File: src/hdl/caccu_pkg.sv
// ----------------------------------------------------------------------------
// Credential access check package
// Shared command codes, status codes and transfer types.
// ----------------------------------------------------------------------------
package caccu_pkg;

    localparam logic [3:0] CMD_CHECK        = 4'd0;
    localparam logic [3:0] CMD_SET_UID      = 4'd1;
    localparam logic [3:0] CMD_SET_GID      = 4'd2;
    localparam logic [3:0] CMD_REUID        = 4'd3;
    localparam logic [3:0] CMD_REGID        = 4'd4;
    localparam logic [3:0] CMD_RESUID       = 4'd5;
    localparam logic [3:0] CMD_RESGID       = 4'd6;
    localparam logic [3:0] CMD_FSUID        = 4'd7;
    localparam logic [3:0] CMD_FSGID        = 4'd8;
    localparam logic [3:0] CMD_GROUPS_BEGIN = 4'd9;
    localparam logic [3:0] CMD_GROUP_ENTRY  = 4'd10;
    localparam logic [3:0] CMD_EXEC         = 4'd11;

    localparam logic [1:0] ST_OK    = 2'd0;
    localparam logic [1:0] ST_PERM  = 2'd1;
    localparam logic [1:0] ST_ACCES = 2'd2;
    localparam logic [1:0] ST_INVAL = 2'd3;

    localparam logic [31:0] ID_UNCHANGED = 32'hFFFF_FFFF;

    typedef struct packed {
        logic [3:0]  command;
        logic [31:0] id_real;
        logic [31:0] id_effective;
        logic [31:0] id_saved;
        logic [31:0] node_owner;
        logic [31:0] node_group;
        logic [11:0] node_mode;
        logic        node_is_directory;
        logic        node_present;
        logic [2:0]  access_want;
        logic        suppress_setid;
    } cmd_item_t;

    typedef struct packed {
        logic [1:0]  status;
        logic [31:0] previous_id;
    } result_item_t;

endpackage

File: src/hdl/caccu_ram.sv
// ----------------------------------------------------------------------------
// Generic RAM
// One write port and one read port with registered read data.
// ----------------------------------------------------------------------------
module caccu_ram #(
    parameter int WIDTH = 32,
    parameter int DEPTH = 32,
    parameter int AW    = (DEPTH > 1) ? $clog2(DEPTH) : 1
) (
    input  logic             clk,
    input  logic             wr_en,
    input  logic [AW-1:0]    wr_addr,
    input  logic [WIDTH-1:0] wr_data,
    input  logic [AW-1:0]    rd_addr,
    output logic [WIDTH-1:0] rd_data
);

    logic [WIDTH-1:0] mem [DEPTH];

    always_ff @(posedge clk)
    begin
        if (wr_en)
        begin
            mem[wr_addr] <= wr_data;
        end
        rd_data <= mem[rd_addr];
    end

endmodule

File: src/hdl/credential_access_check_unit.sv
// ----------------------------------------------------------------------------
// Credential access check unit
// Holds one process's user and group credentials and answers access checks
// and set-ID commands, one status per command.
// ----------------------------------------------------------------------------
// Channel   Direction  Type           Handshake
// cmd       in         cmd_item_t     cmd_valid / cmd_stall
// rsp       out        result_item_t  rsp_valid / rsp_stall
//
// A command is registered on transfer and executed before its result is
// presented. A check that scans the group table walks the groups in use and
// ends early on a match; the scan reads one RAM entry per cycle through one
// shared comparator. The unit returns to idle after each result before it
// takes the next command.
// Reset clears all IDs and group counts; the group table is not cleared.
// A stalled result holds; the next command is taken once it is transferred.
// ----------------------------------------------------------------------------
module credential_access_check_unit #(
    parameter int MAX_GROUPS = 32
) (
    input  logic                          clk,
    input  logic                          rst_n,
    input  logic                          cmd_valid,
    output logic                          cmd_stall,
    input  caccu_pkg::cmd_item_t          cmd,
    output logic                          rsp_valid,
    input  logic                          rsp_stall,
    output caccu_pkg::result_item_t       rsp
);
    import caccu_pkg::*;

    localparam int AW = (MAX_GROUPS > 1) ? $clog2(MAX_GROUPS) : 1;
    localparam int CW = $clog2(MAX_GROUPS + 1);

    localparam logic [1:0] S_IDLE = 2'd0;
    localparam logic [1:0] S_EXEC = 2'd1;
    localparam logic [1:0] S_SCAN = 2'd2;
    localparam logic [1:0] S_OUT  = 2'd3;

    logic [1:0]  state_reg, state_next;
    cmd_item_t   item_reg;
    logic [31:0] ru_reg, eu_reg, su_reg, fu_reg;
    logic [31:0] rg_reg, eg_reg, sg_reg, fg_reg;
    logic [CW-1:0] in_use_reg, expected_reg, loaded_reg;
    logic [CW-1:0] idx_reg;
    logic          member_reg;
    logic          scan_hit;
    result_item_t  rsp_reg;

    logic              wr_en;
    logic [AW-1:0]     rd_addr;
    logic [31:0]       rd_data;

    caccu_ram #(.WIDTH(32), .DEPTH(MAX_GROUPS), .AW(AW)) u_table (
        .clk     (clk),
        .wr_en   (wr_en),
        .wr_addr (loaded_reg[AW-1:0]),
        .wr_data (item_reg.id_real),
        .rd_addr (rd_addr),
        .rd_data (rd_data)
    );

    assign cmd_stall = (state_reg != S_IDLE);
    assign rsp_valid = (state_reg == S_OUT);
    assign rsp       = rsp_reg;
    assign rd_addr   = idx_reg[AW-1:0];

    // Read data is registered, so the entry below idx is compared.
    assign scan_hit  = member_reg || (idx_reg != '0 && rd_data == item_reg.node_group);

    function automatic logic any3(input logic [31:0] v, a, b, c);
        any3 = (v == a) || (v == b) || (v == c);
    endfunction

    // Access check result from the selected rwx triple, with the override for filesystem user ID 0.
    function automatic logic [1:0] chk(input cmd_item_t it, input logic [31:0] fu,
                                       input logic mem);
        logic [2:0] allowed;
        allowed = (fu == it.node_owner) ? it.node_mode[8:6]
                : mem ? it.node_mode[5:3] : it.node_mode[2:0];
        if ((allowed & it.access_want) == it.access_want)
            chk = ST_OK;
        else if (fu == 32'd0 && (!it.access_want[0] || it.node_is_directory
                 || (|{it.node_mode[6], it.node_mode[3], it.node_mode[0]})))
            chk = ST_OK;
        else
            chk = ST_ACCES;
    endfunction

    logic [31:0] r_c, e_c, s_c, f_c;
    logic [31:0] r_n, e_n, s_n, f_n;
    logic [1:0]  st_n;
    logic [31:0] prev_n;
    logic        priv;
    logic [31:0] a, b, c;

    always_comb
    begin
        a = item_reg.id_real;
        b = item_reg.id_effective;
        c = item_reg.id_saved;
        priv = (eu_reg == 32'd0);
        if (item_reg.command inside {CMD_SET_GID, CMD_REGID, CMD_RESGID, CMD_FSGID})
        begin
            r_c = rg_reg; e_c = eg_reg; s_c = sg_reg; f_c = fg_reg;
        end
        else
        begin
            r_c = ru_reg; e_c = eu_reg; s_c = su_reg; f_c = fu_reg;
        end
        r_n = r_c; e_n = e_c; s_n = s_c; f_n = f_c;
        st_n = ST_OK;
        prev_n = 32'd0;
        case (item_reg.command)
            CMD_SET_UID, CMD_SET_GID:
            begin
                if (a == ID_UNCHANGED)
                    st_n = ST_INVAL;
                else if (priv)
                begin
                    r_n = a; e_n = a; s_n = a; f_n = a;
                end
                else if (a != r_c && a != s_c)
                    st_n = ST_PERM;
                else
                begin
                    e_n = a; f_n = a;
                end
            end
            CMD_REUID, CMD_REGID:
            begin
                if (!priv && ((a != ID_UNCHANGED && a != r_c && a != e_c)
                    || (b != ID_UNCHANGED && !any3(b, r_c, e_c, s_c))))
                    st_n = ST_PERM;
                else
                begin
                    if (a != ID_UNCHANGED) r_n = a;
                    if (b != ID_UNCHANGED) e_n = b;
                    if (a != ID_UNCHANGED || (b != ID_UNCHANGED && b != r_c))
                        s_n = e_n;
                    f_n = e_n;
                end
            end
            CMD_RESUID, CMD_RESGID:
            begin
                if (!priv && ((a != ID_UNCHANGED && !any3(a, r_c, e_c, s_c))
                    || (b != ID_UNCHANGED && !any3(b, r_c, e_c, s_c))
                    || (c != ID_UNCHANGED && !any3(c, r_c, e_c, s_c))))
                    st_n = ST_PERM;
                else
                begin
                    if (a != ID_UNCHANGED) r_n = a;
                    if (b != ID_UNCHANGED) e_n = b;
                    if (c != ID_UNCHANGED) s_n = c;
                    f_n = e_n;
                end
            end
            CMD_FSUID, CMD_FSGID:
            begin
                prev_n = f_c;
                if (priv || any3(a, r_c, e_c, s_c))
                    f_n = a;
            end
            CMD_CHECK, CMD_EXEC:
            begin
            end
            CMD_GROUPS_BEGIN:
            begin
                if (a > 32'(MAX_GROUPS))
                    st_n = ST_INVAL;
                else if (!priv)
                    st_n = ST_PERM;
            end
            CMD_GROUP_ENTRY:
            begin
                if (loaded_reg >= expected_reg)
                    st_n = ST_INVAL;
            end
            default:
            begin
                st_n = ST_INVAL;
            end
        endcase
    end

    assign wr_en = (state_reg == S_EXEC) && (item_reg.command == CMD_GROUP_ENTRY)
                   && (loaded_reg < expected_reg);

    always_comb
    begin
        state_next = state_reg;
        case (state_reg)
            S_IDLE: if (cmd_valid) state_next = S_EXEC;
            S_EXEC:
            begin
                if (item_reg.command == CMD_CHECK && item_reg.access_want != 3'd0
                    && fu_reg != item_reg.node_owner && fg_reg != item_reg.node_group
                    && in_use_reg != '0)
                    state_next = S_SCAN;
                else
                    state_next = S_OUT;
            end
            S_SCAN:
            begin
                if (idx_reg == in_use_reg || scan_hit)
                    state_next = S_OUT;
            end
            S_OUT: if (!rsp_stall) state_next = S_IDLE;
            default: state_next = S_IDLE;
        endcase
    end

    always_ff @(posedge clk)
    begin
        if (state_reg == S_IDLE && cmd_valid)
            item_reg <= cmd;
        if (state_reg == S_EXEC)
        begin
            rsp_reg.status      <= (item_reg.command == CMD_CHECK)
                ? ((item_reg.access_want == 3'd0) ? ST_OK
                   : chk(item_reg, fu_reg, fg_reg == item_reg.node_group))
                : st_n;
            rsp_reg.previous_id <= prev_n;
        end
        else if (state_reg == S_SCAN && state_next == S_OUT)
        begin
            rsp_reg.status <= chk(item_reg, fu_reg, scan_hit);
        end
    end

    always_ff @(posedge clk or negedge rst_n)
    begin
        if (!rst_n)
        begin
            state_reg    <= S_IDLE;
            ru_reg <= '0; eu_reg <= '0; su_reg <= '0; fu_reg <= '0;
            rg_reg <= '0; eg_reg <= '0; sg_reg <= '0; fg_reg <= '0;
            in_use_reg   <= '0;
            expected_reg <= '0;
            loaded_reg   <= '0;
            idx_reg      <= '0;
            member_reg   <= 1'b0;
        end
        else
        begin
            state_reg <= state_next;
            if (state_reg == S_EXEC)
            begin
                idx_reg    <= '0;
                member_reg <= 1'b0;
                case (item_reg.command)
                    CMD_SET_UID, CMD_REUID, CMD_RESUID, CMD_FSUID:
                    begin
                        ru_reg <= r_n; eu_reg <= e_n; su_reg <= s_n; fu_reg <= f_n;
                    end
                    CMD_SET_GID, CMD_REGID, CMD_RESGID, CMD_FSGID:
                    begin
                        rg_reg <= r_n; eg_reg <= e_n; sg_reg <= s_n; fg_reg <= f_n;
                    end
                    CMD_GROUPS_BEGIN:
                    begin
                        if (st_n == ST_OK)
                        begin
                            expected_reg <= item_reg.id_real[CW-1:0];
                            loaded_reg   <= '0;
                            in_use_reg   <= '0;
                        end
                    end
                    CMD_GROUP_ENTRY:
                    begin
                        if (wr_en)
                        begin
                            loaded_reg <= loaded_reg + 1'b1;
                            if (loaded_reg + 1'b1 == expected_reg)
                                in_use_reg <= expected_reg;
                        end
                    end
                    CMD_EXEC:
                    begin
                        if (item_reg.node_present && !item_reg.suppress_setid
                            && item_reg.node_mode[11])
                        begin
                            eu_reg <= item_reg.node_owner;
                            su_reg <= item_reg.node_owner;
                            fu_reg <= item_reg.node_owner;
                        end
                        else
                        begin
                            su_reg <= eu_reg;
                            fu_reg <= eu_reg;
                        end
                        if (item_reg.node_present && !item_reg.suppress_setid
                            && item_reg.node_mode[10] && item_reg.node_mode[3])
                        begin
                            eg_reg <= item_reg.node_group;
                            sg_reg <= item_reg.node_group;
                            fg_reg <= item_reg.node_group;
                        end
                        else
                        begin
                            sg_reg <= eg_reg;
                            fg_reg <= eg_reg;
                        end
                    end
                    default:
                    begin
                    end
                endcase
            end
            else if (state_reg == S_SCAN)
            begin
                // Read data is registered, so it belongs to the entry below idx.
                if (idx_reg != '0 && rd_data == item_reg.node_group)
                    member_reg <= 1'b1;
                if (idx_reg != in_use_reg)
                    idx_reg <= idx_reg + 1'b1;
            end
        end
    end

    ap_group_bound: assert property (@(posedge clk) disable iff (!rst_n)
        in_use_reg <= expected_reg && loaded_reg <= expected_reg)
        else $error("group counts out of order");
    ap_scan_bound: assert property (@(posedge clk) disable iff (!rst_n)
        state_reg == S_SCAN |-> idx_reg <= in_use_reg)
        else $error("scan index beyond groups in use");
    ap_busy: assert property (@(posedge clk) disable iff (!rst_n)
        rsp_valid |-> cmd_stall)
        else $error("command taken while result pending");
    ap_one_result: assert property (@(posedge clk) disable iff (!rst_n)
        rsp_valid && !rsp_stall |=> !rsp_valid)
        else $error("result repeated");

endmodule

File: config.mk
export PLATFORM = sky130hd
export DESIGN_NAME = credential_access_check_unit
export DESIGN_NICKNAME = d
export VERILOG_FILES = /design/src/hdl/caccu_pkg.sv /design/src/hdl/caccu_ram.sv /design/src/hdl/credential_access_check_unit.sv
export SDC_FILE = /design/constraint.sdc
export NUM_CORES = 2
export LEC_CHECK = 0
export BUFFER_PORTS_ARGS = -buffer_cell sky130_fd_sc_hd__buf_4
export CORE_AREA = 2 2 437 439
export DETAILED_ROUTE_END_ITERATION = 7
export DIE_AREA = 0 0 439 441
export MAX_ROUTING_LAYER = met4
export SLEW_MARGIN = 10
export SYNTH_ARGS = -nofsm -noshare
export SYNTH_HDL_FRONTEND = slang
export SYNTH_SLANG_ARGS = --single-unit
File: constraint.sdc
create_clock -name clk -period 17.5 [get_ports clk]
set_clock_uncertainty 0.1 [all_clocks]
set_input_delay 5.25 -clock clk [delete_from_list [all_inputs] [get_ports clk]]
set_output_delay 5.25 -clock clk [all_outputs]
set_load 0.01 [all_outputs]
==> flow_summary.yaml <==
clock_network:
  cts_tree: "yes"
  ctsRootBufferMaster: "clkbuf_16"
  clk_pin_slew_ns: 0.06
  cts_sinks: 1554
  postCtsSetupRepairBufs: 0
  clk_path_buf_depth: 3
  clk-insertion-delay-late_ns: 0.89
  numCtsBuffers: 170
  hold_buffers: 0
  htreeDepth: 4
  cts_resized: 0
placed_design:
  io_buffer_count: 220
  place_inst: 8430
  gp_congestion: 1.11
  hpwl_mm: 268
drt:
  routedLengthMet1_mm: 141
  routed_wirelength_mm: 390
  route.met2.wl_mm: 170
  via_per_inst: 6.87
  dr.pass1.iters: 7
  drt_iter0_markers: 9363
  routed.top_layer: "met4"
  dr_wl_met3_mm: 41.2
  wl_per_cell_um: 44.5
  vias: 60300
  drcViolationCount: 0
  antenna_left: 0
timing:
  finalHoldViolCount: 0
  worst_slew_pin_slew_ns: 1.45
  setup_violations: 0
  final.setup.tns_ns: 0
  fin_crit_sh_pct: 50.7
  fmax_mhz: 113
  slew_viol_final: 0
  relSlewSlack_pct: 2.34
  timing.final.crit_period_ns: 8.88
  rsz0062_at_grt: "false"
die:
  start_util_pct: 40.8
  die_h_um: 441
  placementRows: 160
  placeableCoreArea_mm2: 0.189
  io_pins: 222
  die_w_um: 439
  dieArea_mm2: 0.194
logic_synthesis:
  ys_seq_area_share_pct: 58.2
  yosysMostFrequentCell: "edfxtp_1"
  synth_edf_count: 1239
  synth.avg_cell_area_um2: 13.0
  yosysWarnings: 0
  synthCells: 5944
  syn_nets: 6147
  synthTopCellsByArea: "edfxtp_1 (48%), mux4_2 (9.3%), dfrtp_1 (9.2%)"
  yosys.area.top_type: "edfxtp_1"
  synthFlopType: "edfxtp_1"
  synthDominantCellAreaShare_pct: 48.2
  synth.distinct_cells: 100
  ys_ff_latch: 1554
  async_flop_share_pct: 18.2
  synth_area_mm2: 0.0771
  netlist_top_cells_count: "edfxtp_1 (1239), clkbuf_1 (394), nor2_1 (380)"
critical_path:
  crit_path_cell_trace: "buf_4 -> or4b_4 -> o21ai_4 -> buf_4 -> buf_4 -> mux2i_1 -> o221ai_1 -> or4_1 -> o31ai_1 -> nor3_1 -> buf_4 -> nor3_4 -> buf_4 -> a221oi_1 -> a2111oi_1 -> o21ai_1"
  crit_type: "reg2reg"
  regToRegSetupSlack_ns: 8.62
  critPathMaxStageDelay_ns: 0.90
  rr_endpoint: "rg_reg[3]$_DFFE_PN0P_"
  path_max_fanout: 41
  startpoint: "item_reg[178]$_DFFE_PP_"
  path_common_cell: "buf_4"
  r2r_start: "item_reg[178]$_DFFE_PP_"
  startpoint_type: "register"
  critPathArrivalTime_ns: 9.48
  required_ns: 18.10
  worstRegToRegCells: 16
  critPathSlowestCell: "o31ai_1"
  worst_setup_path_end_kind: "register"
grt:
  grt_usage_pct: 41.2
  grt_antenna_before_repair: 34
  grt_pass1_wl_mm: 519
  grt_pass1_vias: 57200
  grt_max_degree: 121
  grt_overflow: 0
final_layout:
  fin_cells: 8778
  largest_register_ffs: 1024
  nNetsFinal: 6299
  final_layout_size_suffix_gt1_share_pct: 19.7
  area_growth_pct: 13.9
hold_path:
  whs_path_depth: 2
  hold_class: "reg2reg"
  hold_path_end: "ru_reg[31]$_DFFE_PN0P_"
  hp-start: "ru_reg[31]$_DFFE_PN0P_"
power_and_ir_drop:
  powerDensity_mw_per_mm2: 162
  leakage_nw: 30.2
  peakVddDrop_mv: 0.0980
status:
  status: "complete, no violations"
run:
  drv_cap: 0
[cells by family after synthesis]
group           after synthesis  synth area share (%)
buf+inv                     706                  3.64
compound gates             1498                  13.1
xor+xnor                    384                  4.36
fa+ha+maj                    17                 0.276
simple gates               1204                  7.53
flops                      1554                  58.2
mux                         581                  12.8
[layer usage]
| layer | GRT usage [%] | vias up |
|---|---|---|
| met5 | - | - |
| met4 | 30.7 | 0 |
| met3 | 12.0 | 1432 |
| met2 | 59.7 | 4415 |
| met1 | 48.6 | 30800 |
| li1 | - | 23600 |
[worst max path at each step]
| stage | endpoint | slack [ns] | depth (start not counted) |
|---|---|---|---|
| finish | rg_reg[3]$_DFFE_PN0P_ | 8.62 | 16 |
| CTS | sg_reg[6]$_DFFE_PN0P_ | 8.97 | 16 |
| global placement | sg_reg[6]$_DFFE_PN0P_ | 8.99 | 16 |
| floorplan | a[0]$_DFFE_PP_ | 3.93 | 2 |
| global route | ru_reg[3]$_DFFE_PN0P_ | 8.75 | 16 |
| detailed placement | sg_reg[6]$_DFFE_PN0P_ | 8.99 | 16 |
[stage by stage]
stage	power [mW]	hold WS, ns	utilization [%]	setup WS, ns	instance area [um2]
2_1_floorplan	8.13	0.371	-	3.93	77100
3_3_place_gp	10.6	0.402	43.5	8.99	82400
3_5_place_dp	10.6	0.405	43.5	8.99	82400
4_1_cts	14.1	0.418	46.4	8.97	87700
5_1_grt	14.6	0.446	46.4	8.75	87900
6_report	14.3	0.420	46.5	8.62	87900
[placed cells by master (no fill, tap or decap), types with 25 or more instances in the layout]
master | synthesis | routed
edfxtp_1 | 1239 | 1239
buf_4 | 10 | 485
nor2_1 | 380 | 342
mux4_2 | 320 | 320
a21oi_1 | 320 | 317
nand2_1 | 320 | 314
dfrtp_1 | 283 | 278
o21ai_0 | 263 | 260
o22ai_1 | 236 | 236
xnor2_1 | 199 | 199
mux2i_1 | 199 | 198
inv_1 | 192 | 192
xor2_1 | 185 | 185
clkbuf_16 | 0 | 174
nand4_1 | 102 | 102
nor4_1 | 103 | 101
o31ai_1 | 75 | 73
mux2_2 | 60 | 60
nand3_1 | 62 | 59
nor3_1 | 55 | 55
o211ai_1 | 53 | 53
clkbuf_1 | 394 | 52
a31oi_1 | 46 | 45
a211oi_1 | 44 | 43
a221oi_1 | 42 | 42
nand2b_1 | 42 | 42
clkinv_1 | 2 | 37
o21a_1 | 37 | 37
nor2_4 | 0 | 35
o221ai_1 | 34 | 34
diode_2 | 0 | 33
dfxtp_1 | 32 | 32
a22oi_1 | 29 | 29
nor2b_1 | 25 | 25
a2111oi_0 | 25 | 25
[final cells by class]
class	instances	area, um2
Inverter	194	728
Timing Repair Buffer	492	3790
Multi-Input combinational cell	3684	29800
Clock inverter	79	748
Sequential cell	1554	44900
Fill cell	16800	101000
Tap cell	2511	3140
Clock buffer	231	4600
Antenna cell	33	82.6
[critical path: cells and delay by family, from the launching register on]
family,cells,cell delay [ns]
muxes,1,0.72
AOI/OAI and AO/OA,6,2.75
DFF,1,0.36
buffers and inverters,5,2.41
and+or+nand+nor,4,2.16
[where the power goes]
part / switching (mW) / internal, mW
Clock: 1.57 / 1.92
Combinational: 3.30 / 1.89
Sequential: 1.08 / 4.51
Total: 5.95 / 8.32
No activity file was read; power rests on OpenSTA's default activity.
